File: config.mk
export PLATFORM = sky130hd
export DESIGN_NAME = sensor_led_panel_scan_sequencer_core
export DESIGN_NICKNAME = d
export VERILOG_FILES = /design/src/hdl/slpss_pkg.sv /design/src/hdl/sensor_led_panel_scan_sequencer_core.sv /design/src/hdl/slpss_step.sv
export SDC_FILE = /design/constraint.sdc
export NUM_CORES = 1
export LEC_CHECK = 0
export BUFFER_PORTS_ARGS = -buffer_cell sky130_fd_sc_hd__buf_2
export CORE_MARGIN = 3
export CORE_UTILIZATION = 50
export DETAILED_ROUTE_END_ITERATION = 10
export HOLD_SLACK_MARGIN = 0.12
export PLACE_DENSITY = 0.79
export SYNTH_ARGS = -nofsm -noshare
export SYNTH_HDL_FRONTEND = slang
export SYNTH_SLANG_ARGS = --single-unit
export TNS_END_PERCENT = 1
File: constraint.sdc
create_clock -name clk -period 4.7 [get_ports clk]
set_input_delay 0.235 -clock clk [delete_from_list [all_inputs] [get_ports clk]]
set_output_delay 0.235 -clock clk [all_outputs]
set_load 0.05 [all_outputs]
File: src/hdl/slpss_pkg.sv
// Shared types, codes and command helpers for the panel scan sequencer.
// No dependencies; used by slpss_step and sensor_led_panel_scan_sequencer_core.
`default_nettype none

package slpss_pkg;

    localparam int SENSOR_COUNT = 48;
    localparam int SLOT_W       = $clog2(SENSOR_COUNT);
    localparam int MAX_RESULTS  = 5;
    localparam int COUNT_W      = $clog2(MAX_RESULTS + 1);
    localparam int PATTERN_W    = 48;

    localparam logic [7:0] ADC_CTRL_BASE = 8'b10001111;
    localparam logic [7:0] EMIT_ONE_HOT  = 8'h01;
    localparam logic [1:0] LEN_ADC       = 2'd3;
    localparam logic [1:0] LEN_SHORT     = 2'd2;

    // Chip-select codes, bit0 is sel0
    typedef enum logic [3:0] {
        SC_ADC0 = 4'b0000,
        SC_ADC1 = 4'b0001,
        SC_ADC2 = 4'b0010,
        SC_ADC3 = 4'b0011,
        SC_ADC4 = 4'b0100,
        SC_ADC5 = 4'b0101,
        SC_LED0 = 4'b1000,
        SC_LED1 = 4'b1001,
        SC_LED2 = 4'b1010,
        SC_EMIT = 4'b1011
    } scan_code_t;

    typedef struct packed {
        logic       mode;
        logic [7:0] rx_byte_one;
        logic [7:0] rx_byte_two;
    } event_word_t;

    typedef struct packed {
        logic [3:0]        select_code;
        logic              emitter_out_off;
        logic              indicator_out_off;
        logic              sample_valid;
        logic [SLOT_W-1:0] sample_index;
        logic [7:0]        sample_value;
        logic              send_valid;
        logic [1:0]        send_length;
        logic [23:0]       send_bytes;
        logic              cycle_done;
        logic              last;
    } result_word_t;

    typedef struct packed {
        scan_code_t scan;
        logic [2:0] sensor_index;
        logic       running;
        logic [3:0] select_lines;
        logic       emitter_off;
        logic       indicator_off;
    } scan_state_t;

    // Pin lines seen after one pin write
    typedef struct packed {
        logic [3:0] select_code;
        logic       emitter_off;
        logic       indicator_off;
    } pin_snap_t;

    // Fields carried only by the final word of a burst
    typedef struct packed {
        logic              sample_valid;
        logic [SLOT_W-1:0] sample_index;
        logic [7:0]        sample_value;
        logic              send_valid;
        logic [1:0]        send_length;
        logic [23:0]       send_bytes;
        logic              cycle_done;
    } tail_t;

    typedef struct packed {
        pin_snap_t [MAX_RESULTS-1:0] snaps;
        logic [COUNT_W-1:0]          count;
        tail_t                       tail;
    } burst_t;

    function automatic pin_snap_t mk_snap(logic [3:0] sel, logic eo, logic io);
        pin_snap_t s;
        s.select_code   = sel;
        s.emitter_off   = eo;
        s.indicator_off = io;
        return s;
    endfunction

    // Command for the selected device: {length, bytes}
    function automatic logic [25:0] build_cmd(scan_code_t scan, logic [2:0] idx,
                                              logic [PATTERN_W-1:0] pattern);
        logic [7:0] ctrl;
        logic [7:0] hot;
        logic [25:0] cmd;
        ctrl = ADC_CTRL_BASE | {1'b0, idx[0], idx[2], idx[1], 4'b0000};
        hot  = EMIT_ONE_HOT << idx;
        case (scan)
            SC_ADC0, SC_ADC1, SC_ADC2, SC_ADC3, SC_ADC4, SC_ADC5:
                cmd = {LEN_ADC, ctrl, 16'h0000};
            SC_LED0: cmd = {LEN_SHORT, pattern[15:8], pattern[7:0], 8'h00};
            SC_LED1: cmd = {LEN_SHORT, pattern[31:24], pattern[23:16], 8'h00};
            SC_LED2: cmd = {LEN_SHORT, pattern[47:40], pattern[39:32], 8'h00};
            default: cmd = {LEN_SHORT, hot, hot, 8'h00};
        endcase
        return cmd;
    endfunction

endpackage

`default_nettype wire

File: src/hdl/sensor_led_panel_scan_sequencer_core.sv
// Top level of the panel scan sequencer: state, pattern register and burst buffer.
// Depends on slpss_pkg and slpss_step.
//
//   channel   dir  handshake                    payload
//   event     in   event_valid / event_stall    event_word  (slpss_pkg::event_word_t)
//   result    out  result_valid / result_stall  result_word (slpss_pkg::result_word_t)
//   pattern   in   pattern_we                   pattern_wdata (48 bits)
//
// An event is worked out in the cycle it is accepted; its 1 to 5 result words
// leave from the burst buffer, starting the next cycle, one word per cycle while
// result_stall is low. A new event is taken in the cycle the last word of the
// previous burst leaves. Reset (rst_n, async, low) selects the emitter code, raises
// all select lines and both disables, clears the pattern and empties the buffer.
// result_stall holds the current word; event_stall rises while a burst is pending.
`default_nettype none

module sensor_led_panel_scan_sequencer_core (
    input  logic                                  clk,
    input  logic                                  rst_n,
    input  logic                                  event_valid,
    output logic                                  event_stall,
    input  slpss_pkg::event_word_t                event_word,
    output logic                                  result_valid,
    input  logic                                  result_stall,
    output slpss_pkg::result_word_t               result_word,
    input  logic                                  pattern_we,
    input  logic [slpss_pkg::PATTERN_W-1:0]       pattern_wdata
);

    slpss_pkg::scan_state_t                          state_reg;
    slpss_pkg::scan_state_t                          state_next;
    slpss_pkg::burst_t                               burst;
    logic [slpss_pkg::PATTERN_W-1:0]                 pattern_reg;
    slpss_pkg::pin_snap_t [slpss_pkg::MAX_RESULTS-1:0] snaps_reg;
    slpss_pkg::pin_snap_t [slpss_pkg::MAX_RESULTS-1:0] snaps_next;
    logic [slpss_pkg::COUNT_W-1:0]                   count_reg;
    logic [slpss_pkg::COUNT_W-1:0]                   count_next;
    slpss_pkg::tail_t                                tail_reg;
    slpss_pkg::tail_t                                tail_next;
    logic                                            ev_fire;
    logic                                            res_fire;
    logic                                            on_last;

    slpss_step u_step (
        .cur_state (state_reg),
        .ev        (event_word),
        .pattern   (pattern_reg),
        .nxt_state (state_next),
        .burst     (burst)
    );

    assign on_last      = (count_reg == slpss_pkg::COUNT_W'(1));
    assign result_valid = (count_reg != '0);
    assign res_fire     = result_valid && !result_stall;
    assign event_stall  = result_valid && !(res_fire && on_last);
    assign ev_fire      = event_valid && !event_stall;

    always_comb
    begin
        result_word                   = '0;
        result_word.select_code       = snaps_reg[0].select_code;
        result_word.emitter_out_off   = snaps_reg[0].emitter_off;
        result_word.indicator_out_off = snaps_reg[0].indicator_off;
        result_word.last              = on_last;
        if (on_last)
        begin
            result_word.sample_valid = tail_reg.sample_valid;
            result_word.sample_index = tail_reg.sample_index;
            result_word.sample_value = tail_reg.sample_value;
            result_word.send_valid   = tail_reg.send_valid;
            result_word.send_length  = tail_reg.send_length;
            result_word.send_bytes   = tail_reg.send_bytes;
            result_word.cycle_done   = tail_reg.cycle_done;
        end
    end

    always_comb
    begin
        snaps_next = snaps_reg;
        count_next = count_reg;
        tail_next  = tail_reg;
        if (ev_fire)
        begin
            snaps_next = burst.snaps;
            count_next = burst.count;
            tail_next  = burst.tail;
        end
        else if (res_fire)
        begin
            for (int i = 0; i < slpss_pkg::MAX_RESULTS - 1; i++)
            begin
                snaps_next[i] = snaps_reg[i+1];
            end
            snaps_next[slpss_pkg::MAX_RESULTS-1] = '0;
            count_next = count_reg - 1'b1;
        end
    end

    always_ff @(posedge clk or negedge rst_n)
    begin
        if (!rst_n)
        begin
            state_reg.scan          <= slpss_pkg::SC_EMIT;
            state_reg.sensor_index  <= '0;
            state_reg.running       <= 1'b0;
            state_reg.select_lines  <= 4'b1111;
            state_reg.emitter_off   <= 1'b1;
            state_reg.indicator_off <= 1'b1;
            pattern_reg             <= '0;
            count_reg               <= '0;
        end
        else
        begin
            if (ev_fire)
            begin
                state_reg <= state_next;
            end
            if (pattern_we)
            begin
                pattern_reg <= pattern_wdata;
            end
            count_reg <= count_next;
        end
    end

    always_ff @(posedge clk)
    begin
        snaps_reg <= snaps_next;
        tail_reg  <= tail_next;
    end

`ifndef SYNTHESIS
    assert property (@(posedge clk) disable iff (!rst_n)
        count_reg <= slpss_pkg::COUNT_W'(slpss_pkg::MAX_RESULTS))
        else $error("burst count out of range");

    assert property (@(posedge clk) disable iff (!rst_n)
        ev_fire |=> result_valid)
        else $error("accepted event left no result word");

    assert property (@(posedge clk) disable iff (!rst_n)
        (result_valid && !on_last) |-> event_stall)
        else $error("event taken while a burst is still pending");

    assert property (@(posedge clk) disable iff (!rst_n)
        (result_valid && result_word.cycle_done) |->
            (result_word.last && !result_word.send_valid))
        else $error("cycle done on a word that sends or is not last");

    assert property (@(posedge clk) disable iff (!rst_n)
        (result_valid && result_word.sample_valid) |-> result_word.last)
        else $error("sample reported before the last word");
`endif

endmodule

`default_nettype wire

File: src/hdl/slpss_step.sv
// Single-pass step logic: one event word and the current scan state give the
// next state and the whole burst of pin-write words. Depends on slpss_pkg.
`default_nettype none

module slpss_step (
    input  slpss_pkg::scan_state_t                    cur_state,
    input  slpss_pkg::event_word_t                    ev,
    input  logic [slpss_pkg::PATTERN_W-1:0]           pattern,
    output slpss_pkg::scan_state_t                    nxt_state,
    output slpss_pkg::burst_t                         burst
);

    logic [3:0]                          sel;
    logic                                eo;
    logic                                io;
    logic [slpss_pkg::COUNT_W-1:0]       n;
    logic                                is_adc;
    logic [25:0]                         cmd;

    assign is_adc = cur_state.scan inside {slpss_pkg::SC_ADC0, slpss_pkg::SC_ADC1,
                                           slpss_pkg::SC_ADC2, slpss_pkg::SC_ADC3,
                                           slpss_pkg::SC_ADC4, slpss_pkg::SC_ADC5};

    always_comb
    begin
        nxt_state = cur_state;
        burst     = '0;
        sel       = cur_state.select_lines;
        eo        = cur_state.emitter_off;
        io        = cur_state.indicator_off;
        n         = '0;
        cmd       = '0;

        if (!ev.mode)
        begin
            // start: both disables merged into the first word, then four pin writes
            nxt_state.scan         = slpss_pkg::SC_EMIT;
            nxt_state.sensor_index = '0;
            nxt_state.running      = 1'b1;
            eo = 1'b1;
            io = 1'b1;
            burst.snaps[n] = slpss_pkg::mk_snap(sel, eo, io); n = n + 1'b1;
            sel[0] = 1'b1; burst.snaps[n] = slpss_pkg::mk_snap(sel, eo, io); n = n + 1'b1;
            sel[1] = 1'b1; burst.snaps[n] = slpss_pkg::mk_snap(sel, eo, io); n = n + 1'b1;
            sel[2] = 1'b0; burst.snaps[n] = slpss_pkg::mk_snap(sel, eo, io); n = n + 1'b1;
            sel[3] = 1'b1; burst.snaps[n] = slpss_pkg::mk_snap(sel, eo, io); n = n + 1'b1;
            cmd = slpss_pkg::build_cmd(nxt_state.scan, nxt_state.sensor_index, pattern);
            burst.tail.send_valid  = 1'b1;
            burst.tail.send_length = cmd[25:24];
            burst.tail.send_bytes  = cmd[23:0];
        end
        else
        begin
            if (is_adc)
            begin
                burst.tail.sample_valid = 1'b1;
                burst.tail.sample_value = {ev.rx_byte_one[5:0], ev.rx_byte_two[7:6]};
                burst.tail.sample_index = {cur_state.scan[2:0], cur_state.sensor_index};
                if (cur_state.scan == slpss_pkg::SC_ADC4)
                begin
                    nxt_state.sensor_index = cur_state.sensor_index + 3'd1;
                end
            end
            else if (cur_state.scan == slpss_pkg::SC_LED0)
            begin
                io = 1'b0;
                burst.snaps[n] = slpss_pkg::mk_snap(sel, eo, io); n = n + 1'b1;
            end
            else if (cur_state.scan != slpss_pkg::SC_LED2 &&
                     cur_state.scan != slpss_pkg::SC_LED1)
            begin
                eo = 1'b0;
                burst.snaps[n] = slpss_pkg::mk_snap(sel, eo, io); n = n + 1'b1;
                io = 1'b1;
                burst.snaps[n] = slpss_pkg::mk_snap(sel, eo, io); n = n + 1'b1;
            end

            // walk the select code, one line per write
            case (cur_state.scan)
                slpss_pkg::SC_ADC0:
                begin
                    sel[0] = 1'b1; burst.snaps[n] = slpss_pkg::mk_snap(sel, eo, io); n = n + 1'b1;
                    nxt_state.scan = slpss_pkg::SC_ADC1;
                end
                slpss_pkg::SC_ADC1:
                begin
                    sel[1] = 1'b1; burst.snaps[n] = slpss_pkg::mk_snap(sel, eo, io); n = n + 1'b1;
                    nxt_state.scan = slpss_pkg::SC_ADC3;
                end
                slpss_pkg::SC_ADC3:
                begin
                    sel[0] = 1'b0; burst.snaps[n] = slpss_pkg::mk_snap(sel, eo, io); n = n + 1'b1;
                    nxt_state.scan = slpss_pkg::SC_ADC2;
                end
                slpss_pkg::SC_ADC2:
                begin
                    sel[2] = 1'b1; burst.snaps[n] = slpss_pkg::mk_snap(sel, eo, io); n = n + 1'b1;
                    sel[0] = 1'b1; burst.snaps[n] = slpss_pkg::mk_snap(sel, eo, io); n = n + 1'b1;
                    sel[1] = 1'b0; burst.snaps[n] = slpss_pkg::mk_snap(sel, eo, io); n = n + 1'b1;
                    nxt_state.scan = slpss_pkg::SC_ADC5;
                end
                slpss_pkg::SC_ADC5:
                begin
                    sel[0] = 1'b0; burst.snaps[n] = slpss_pkg::mk_snap(sel, eo, io); n = n + 1'b1;
                    nxt_state.scan = slpss_pkg::SC_ADC4;
                end
                slpss_pkg::SC_ADC4:
                begin
                    sel[3] = 1'b1; burst.snaps[n] = slpss_pkg::mk_snap(sel, eo, io); n = n + 1'b1;
                    sel[0] = 1'b1; burst.snaps[n] = slpss_pkg::mk_snap(sel, eo, io); n = n + 1'b1;
                    sel[1] = 1'b1; burst.snaps[n] = slpss_pkg::mk_snap(sel, eo, io); n = n + 1'b1;
                    nxt_state.scan = slpss_pkg::SC_EMIT;
                end
                slpss_pkg::SC_LED2:
                begin
                    sel[0] = 1'b0; burst.snaps[n] = slpss_pkg::mk_snap(sel, eo, io); n = n + 1'b1;
                    sel[2] = 1'b0; burst.snaps[n] = slpss_pkg::mk_snap(sel, eo, io); n = n + 1'b1;
                    sel[2] = 1'b1; burst.snaps[n] = slpss_pkg::mk_snap(sel, eo, io); n = n + 1'b1;
                    sel[0] = 1'b1; burst.snaps[n] = slpss_pkg::mk_snap(sel, eo, io); n = n + 1'b1;
                    sel[1] = 1'b0; burst.snaps[n] = slpss_pkg::mk_snap(sel, eo, io); n = n + 1'b1;
                    nxt_state.scan = slpss_pkg::SC_LED1;
                end
                slpss_pkg::SC_LED1:
                begin
                    sel[2] = 1'b0; burst.snaps[n] = slpss_pkg::mk_snap(sel, eo, io); n = n + 1'b1;
                    sel[2] = 1'b1; burst.snaps[n] = slpss_pkg::mk_snap(sel, eo, io); n = n + 1'b1;
                    sel[0] = 1'b0; burst.snaps[n] = slpss_pkg::mk_snap(sel, eo, io); n = n + 1'b1;
                    nxt_state.scan = slpss_pkg::SC_LED0;
                end
                slpss_pkg::SC_LED0:
                begin
                    sel[2] = 1'b0; burst.snaps[n] = slpss_pkg::mk_snap(sel, eo, io); n = n + 1'b1;
                    sel[3] = 1'b0; burst.snaps[n] = slpss_pkg::mk_snap(sel, eo, io); n = n + 1'b1;
                    nxt_state.scan = slpss_pkg::SC_ADC0;
                end
                default:
                begin
                    // emitter code, and any code that cannot occur
                    sel[2] = 1'b0; burst.snaps[n] = slpss_pkg::mk_snap(sel, eo, io); n = n + 1'b1;
                    sel[2] = 1'b1; burst.snaps[n] = slpss_pkg::mk_snap(sel, eo, io); n = n + 1'b1;
                    nxt_state.scan = slpss_pkg::SC_LED2;
                end
            endcase

            if (nxt_state.scan == slpss_pkg::SC_EMIT && nxt_state.sensor_index == 3'd0)
            begin
                nxt_state.running     = 1'b0;
                burst.tail.cycle_done = 1'b1;
            end
            else if (cur_state.running)
            begin
                if (nxt_state.scan == slpss_pkg::SC_EMIT)
                begin
                    eo = 1'b1;
                    burst.snaps[n] = slpss_pkg::mk_snap(sel, eo, io); n = n + 1'b1;
                end
                cmd = slpss_pkg::build_cmd(nxt_state.scan, nxt_state.sensor_index, pattern);
                burst.tail.send_valid  = 1'b1;
                burst.tail.send_length = cmd[25:24];
                burst.tail.send_bytes  = cmd[23:0];
            end
        end

        // every event yields at least one word
        if (n == '0)
        begin
            burst.snaps[n] = slpss_pkg::mk_snap(sel, eo, io);
            n = n + 1'b1;
        end

        nxt_state.select_lines  = sel;
        nxt_state.emitter_off   = eo;
        nxt_state.indicator_off = io;
        burst.count             = n;
    end

endmodule

`default_nettype wire

# ---- Word level (Yosys, flattened, before mapping)
# Cells that the tools add are included.
dict set report word_totals {
  regBits 138
  in_bits 70
}
dict set report op_classes {
  add_sub_neg 9
  magnitude_cmp 14
  eq_ne 21
  shifts 1
  muxes 95
  bitwise_logic 2
  n_reduce_logical 35
}
# op n
set op_table {}
lappend op_table {{$bwmux 30} 19}
lappend op_table {{$mux 30} 8}
lappend op_table {{$pmux 30 s8} 1}
lappend op_table {{$demux 6 s3} 7}
lappend op_table {{$pmux 25 s4} 1}
lappend op_table {{$mux 27} 2}
lappend op_table {{$mux 6} 9}
lappend op_table {{$mux 43} 1}
lappend op_table {{$mux 3} 13}
lappend op_table {{$mux 12} 3}
lappend op_table {{$pmux 4 s9} 1}
lappend op_table {{$eq 4x4->1 const B} 7}
lappend op_table {{$lt 3x4->1 const B} 7}
lappend op_table {{$add 3x1->3 const B} 8}
lappend op_table {{$ge 3x1->1 const B} 7}
lappend op_table {{$mux 1} 19}
lappend op_table {{$eq 4x2->1 const B} 4}
lappend op_table {{$eq 4x3->1 const B} 4}
lappend op_table {{$mux 15} 1}
lappend op_table {{$logic_and 1x1->1} 13}
lappend op_table {{$pmux 3 s3} 1}
lappend op_table {{$reduce_or 3->1} 3}
lappend op_table {{$eq 4x1->1 const B} 2}
lappend op_table {{$logic_not 4->1} 2}
lappend op_table {{20 further kinds} 34}

# ---- Logic depth before layout (Yosys ltp)
dict set report depth {
  word_depth 25
  ltp_mapped 19
  depth_no_buf 13
}

# ---- Hierarchy
# A second synthesis with hierarchy kept.
dict set report unflattened {
  cells_unflattened 967
  area_unflattened_um2 9036.2
}
# module instances cells_each area_each_um2 seq_area_each_um2
set modules_own_cells {}
lappend modules_own_cells {sensor_led_panel_scan_sequencer_core 1 396 5427.7 3829.9}
lappend modules_own_cells {slpss_step 1 571 3608.5 0.0}

# ---- Least setup slack after synthesis
# Ideal clock, no wire load.
dict set report synth_path {
  kind {flip-flop to flip-flop}
  from {reg state_reg[13] (netlist name)}
  to {reg snaps_reg, in the netlist result_word[46] (data pin)}
  setup_time_ns 0.261
  arrival_time_ns 4.526
  required_ns 4.439
  slack_ns -0.087
  stages_incl_launch_ff 20
  synth_period_minus_slack_ns 4.787
  cell_sequence {dfstp_2 clkbuf_1 clkbuf_1 a21o_1 a22oi_1 inv_1 clkbuf_1 ha_1 clkbuf_1 inv_1 ha_1 and3_1 o41ai_1 o311a_1 buf_2 mux2_4 nor3_2 buf_4 nor3_1 a221o_1}
}
# item line_no
set synth_lines {}
lappend synth_lines {{from (decl)} sensor_led_panel_scan_sequencer_core.sv:30} ;# slpss_pkg::scan_state_t state_reg;
lappend synth_lines {{from (signal assigned)} sensor_led_panel_scan_sequencer_core.sv:116} ;# state_reg <= state_next;
lappend synth_lines {{to (signal assigned)} sensor_led_panel_scan_sequencer_core.sv:128} ;# snaps_reg <= snaps_next;
lappend synth_lines {{to (decl)} sensor_led_panel_scan_sequencer_core.sv:34} ;# slpss_pkg::pin_snap_t [slpss_pkg::MAX_RESULTS-1:0] snaps_reg;

==> flow_summary.json <==
{
  "outcome": "complete, no violations",
  "die_area_mm2": 0.01828,
  "drt-wirelength-per-cell_um": 22.74,
  "synth_edf_count": 64,
  "arrival_ps": 4440,
  "ctsResizeCount": 0,
  "cts_root_buffer": "clkbuf_16",
  "clk_pin_slew_ps": 60,
  "io_pins": 122,
  "stdcell_area_mm2": 0.01017,
  "path_class": "flop to flop",
  "netlist_top_cells_count": "nand2_1 (77), a21oi_1 (69), o21ai_0 (65)",
  "synth_area_leaders": "edfxtp_1 (23%), dfrtp_1 (17%), mux2_2 (6.6%)",
  "min_period_ps": 4190,
  "post_cts_buffers": 0,
  "grt_pass1_wl_mm": 44.18,
  "overflow": 0,
  "die_x_um": 135.2,
  "grt_pass1_vias": 7853,
  "cp_num_buf_inv": 0,
  "postSynthCellCount": 902,
  "drive_gt1_share_pct": 23.92,
  "hp-class": "input port to flop",
  "core-area_mm2": 0.01612,
  "dr_total_vias": 8013,
  "wirelength_met1_mm": 11.09,
  "synth_largest_area_cell": "edfxtp_1",
  "synthArstFlopShare_pct": 50.39,
  "syn2layout_area_growth_pct": 21.83,
  "grt_usage_pct": 31.30,
  "largest_reg_flops": 48,
  "cts.htree.levels": 4,
  "synth_seq_cells": 129,
  "max_stage_delay_ps": 640,
  "synth.most_common_cell": "nand2_1",
  "setup_viol": 0,
  "synth_cell_types": 77,
  "clock_path_buffers": 2,
  "maxSlewViolCount": 0,
  "start_kind": "flop",
  "period_share_pct": 89.15,
  "stdcell_count": 1257,
  "cts_buffers": 17,
  "rows": 46,
  "tns_ps": 0,
  "slew_headroom_pct": 27.07,
  "holdWs_ps": 191.2,
  "maxCapViolations": 0,
  "cp_max_fo": 22,
  "postSynthAreaPerCell_um2": 9.252,
  "slowest_stage": "or4b_1",
  "start_util_pct": 51.79,
  "viasPerCell": 6.375,
  "io_buffers": 105,
  "rsz0062_at_grt": "false",
  "ys_warn_count": 0,
  "synth_top_area_share_pct": 23.03,
  "tritoncts": "built",
  "cp_top_family": "simple AND/OR/NAND/NOR gates",
  "detail-route-antenna-nets": 0,
  "route.met3.wl_mm": 2.701,
  "nNetsFinal": 1112,
  "tightest_slew_ps": 1094,
  "ir_drop_mv": 0.4647,
  "synthFlopType": "edfxtp_1",
  "crit_chain": "or4b_1 > ha_1 > xnor2_1 > ha_1 > and3_1 > a31oi_4 > ha_1 > and3_1 > nand3_1 > and3_1 > o21ai_0",
  "place_ws_ps": 601.1,
  "drt_iter0_markers": 1189,
  "cp.required_ps": 4950,
  "routed.top_layer": "met4",
  "hold_viol_final": 0,
  "power_leakage_nw": 4.193,
  "yosysSeqAreaShare_pct": 42.65,
  "setup_ws_ps": 509.9,
  "num_antenna_cells": 0,
  "fill_cells": 1258,
  "dr_wl_met2_mm": 13.78,
  "grt_max_degree": 66,
  "dpl.cell_count": 1168,
  "clock_sinks": 129,
  "place_area_mm2": 0.009000,
  "power-per-cell-area_mw_per_mm2": 788.4,
  "gp_congestion": 1.069,
  "clkLatencyLatePin_ps": 430,
  "firstDrtPassIters": 7,
  "dpl.hpwl_mm": 17.84,
  "netlist_area_mm2": 0.008346,
  "critPathCaptureType": "flop",
  "drc": 0,
  "dieHeight_um": 135.2,
  "fin_skew_ps": 13.07,
  "grt_antenna_before_repair": 0,
  "wl_mm": 28.59,
  "fmax_ghz": 0.2387
}
==> cell type report <==
type                            count  area (um2)  share of cell area (%)
Tap cell                          216       270.3                   2.658
Multi-Input combinational cell    663        4307                   42.36
Timing Repair Buffer              197        1359                   13.36
Sequential cell                   129        3560                   35.01
Clock buffer                       20       479.2                   4.713
Clock inverter                     12       117.6                   1.157
Inverter                           20       75.07                  0.7384
==> through the flow <==
step	utilization (%)	total power [mW]
2_1_floorplan	-	5.060
3_3_place_gp	55.85	6.367
3_5_place_dp	55.85	6.411
4_1_cts	63.09	7.820
5_1_grt	63.09	8.412
6_report	63.09	8.016
==> kinds of logic (layout without fill, tap and decap cells) <==
group	count (synthesis)	count (layout)	synth area share (%)
AOI/OAI and AO/OA	289	289	23.13
other	1	8	0.04493
DFF	129	129	42.65
xor gates and xnor gates	9	9	0.9446
buffers and inverters	117	249	6.237
muxes	56	56	7.526
and+or+nand+nor	287	287	17.36
adders and majority gates	14	14	2.099
==> path summary, 6_finish.rpt <==
check | startpoint | to | slack (ps) | cells after the start
max in group asynchronous | rst_n | pattern_reg[43]$_DFFE_PN0P_ | 3560 | 3
min | event_word[16] | tail_reg[27]$_SDFFCE_PN1P_ | 190 | 2
min in group asynchronous | rst_n | count_reg[1]$_DFFE_PN0P_ | 530 | 3
min reg2reg | state_reg[1]$_DFFE_PN1P_ | state_reg[1]$_DFFE_PN1P_ | 490 | 2
max reg2reg | state_reg[11]$_DFFE_PN1P_ | snaps_reg[11]$_DFFE_PP_ | 510 | 11
max | state_reg[11]$_DFFE_PN1P_ | snaps_reg[11]$_DFFE_PP_ | 510 | 11
==> metal layers <==
| layer | track usage (%) | vias to the layer above |
|---|---|---|
| met5 | 0 | - |
| met4 | 12.15 | 0 |
| met3 | 7.392 | 106 |
| met2 | 51.16 | 492 |
| met1 | 40.46 | 3851 |
| li1 | - | 3564 |
==> power by group <==
part	internal, mW	leakage [nW]	switching [mW]
Clock	0.799	0.292	0.547
Sequential	1.57	1.36	0.229
Combinational	1.61	2.54	3.26
==> cells in the final DEF, fill, tap and decap left out, drive strengths merged, types with 8 or more instances in the layout <==
| cell type | n |
|---|---|
| a211oi | 8 |
| nor3 | 24 |
| a22oi | 18 |
| nand3 | 16 |
| a221oi | 10 |
| dlygate4sd3 | 57 |
| nand2 | 77 |
| clkbuf | 20 |
| buf | 140 |
| dfrtp | 56 |
| a21oi | 69 |
| conb | 8 |
| nor2b | 21 |
| mux2 | 51 |
| o21ai | 67 |
| ha | 14 |
| dfstp | 9 |
| inv | 24 |
| edfxtp | 64 |
| a21o | 12 |
| nor2 | 64 |
| and2 | 49 |
| a31oi | 20 |
| o22ai | 11 |
==> what timing repair did <==
action	4_1_cts	5_1_grt
hold endpoints to repair	112	0
hold buffers	57	0
setup endpoints to repair	0	0
(Power assumes the default switching activity.)
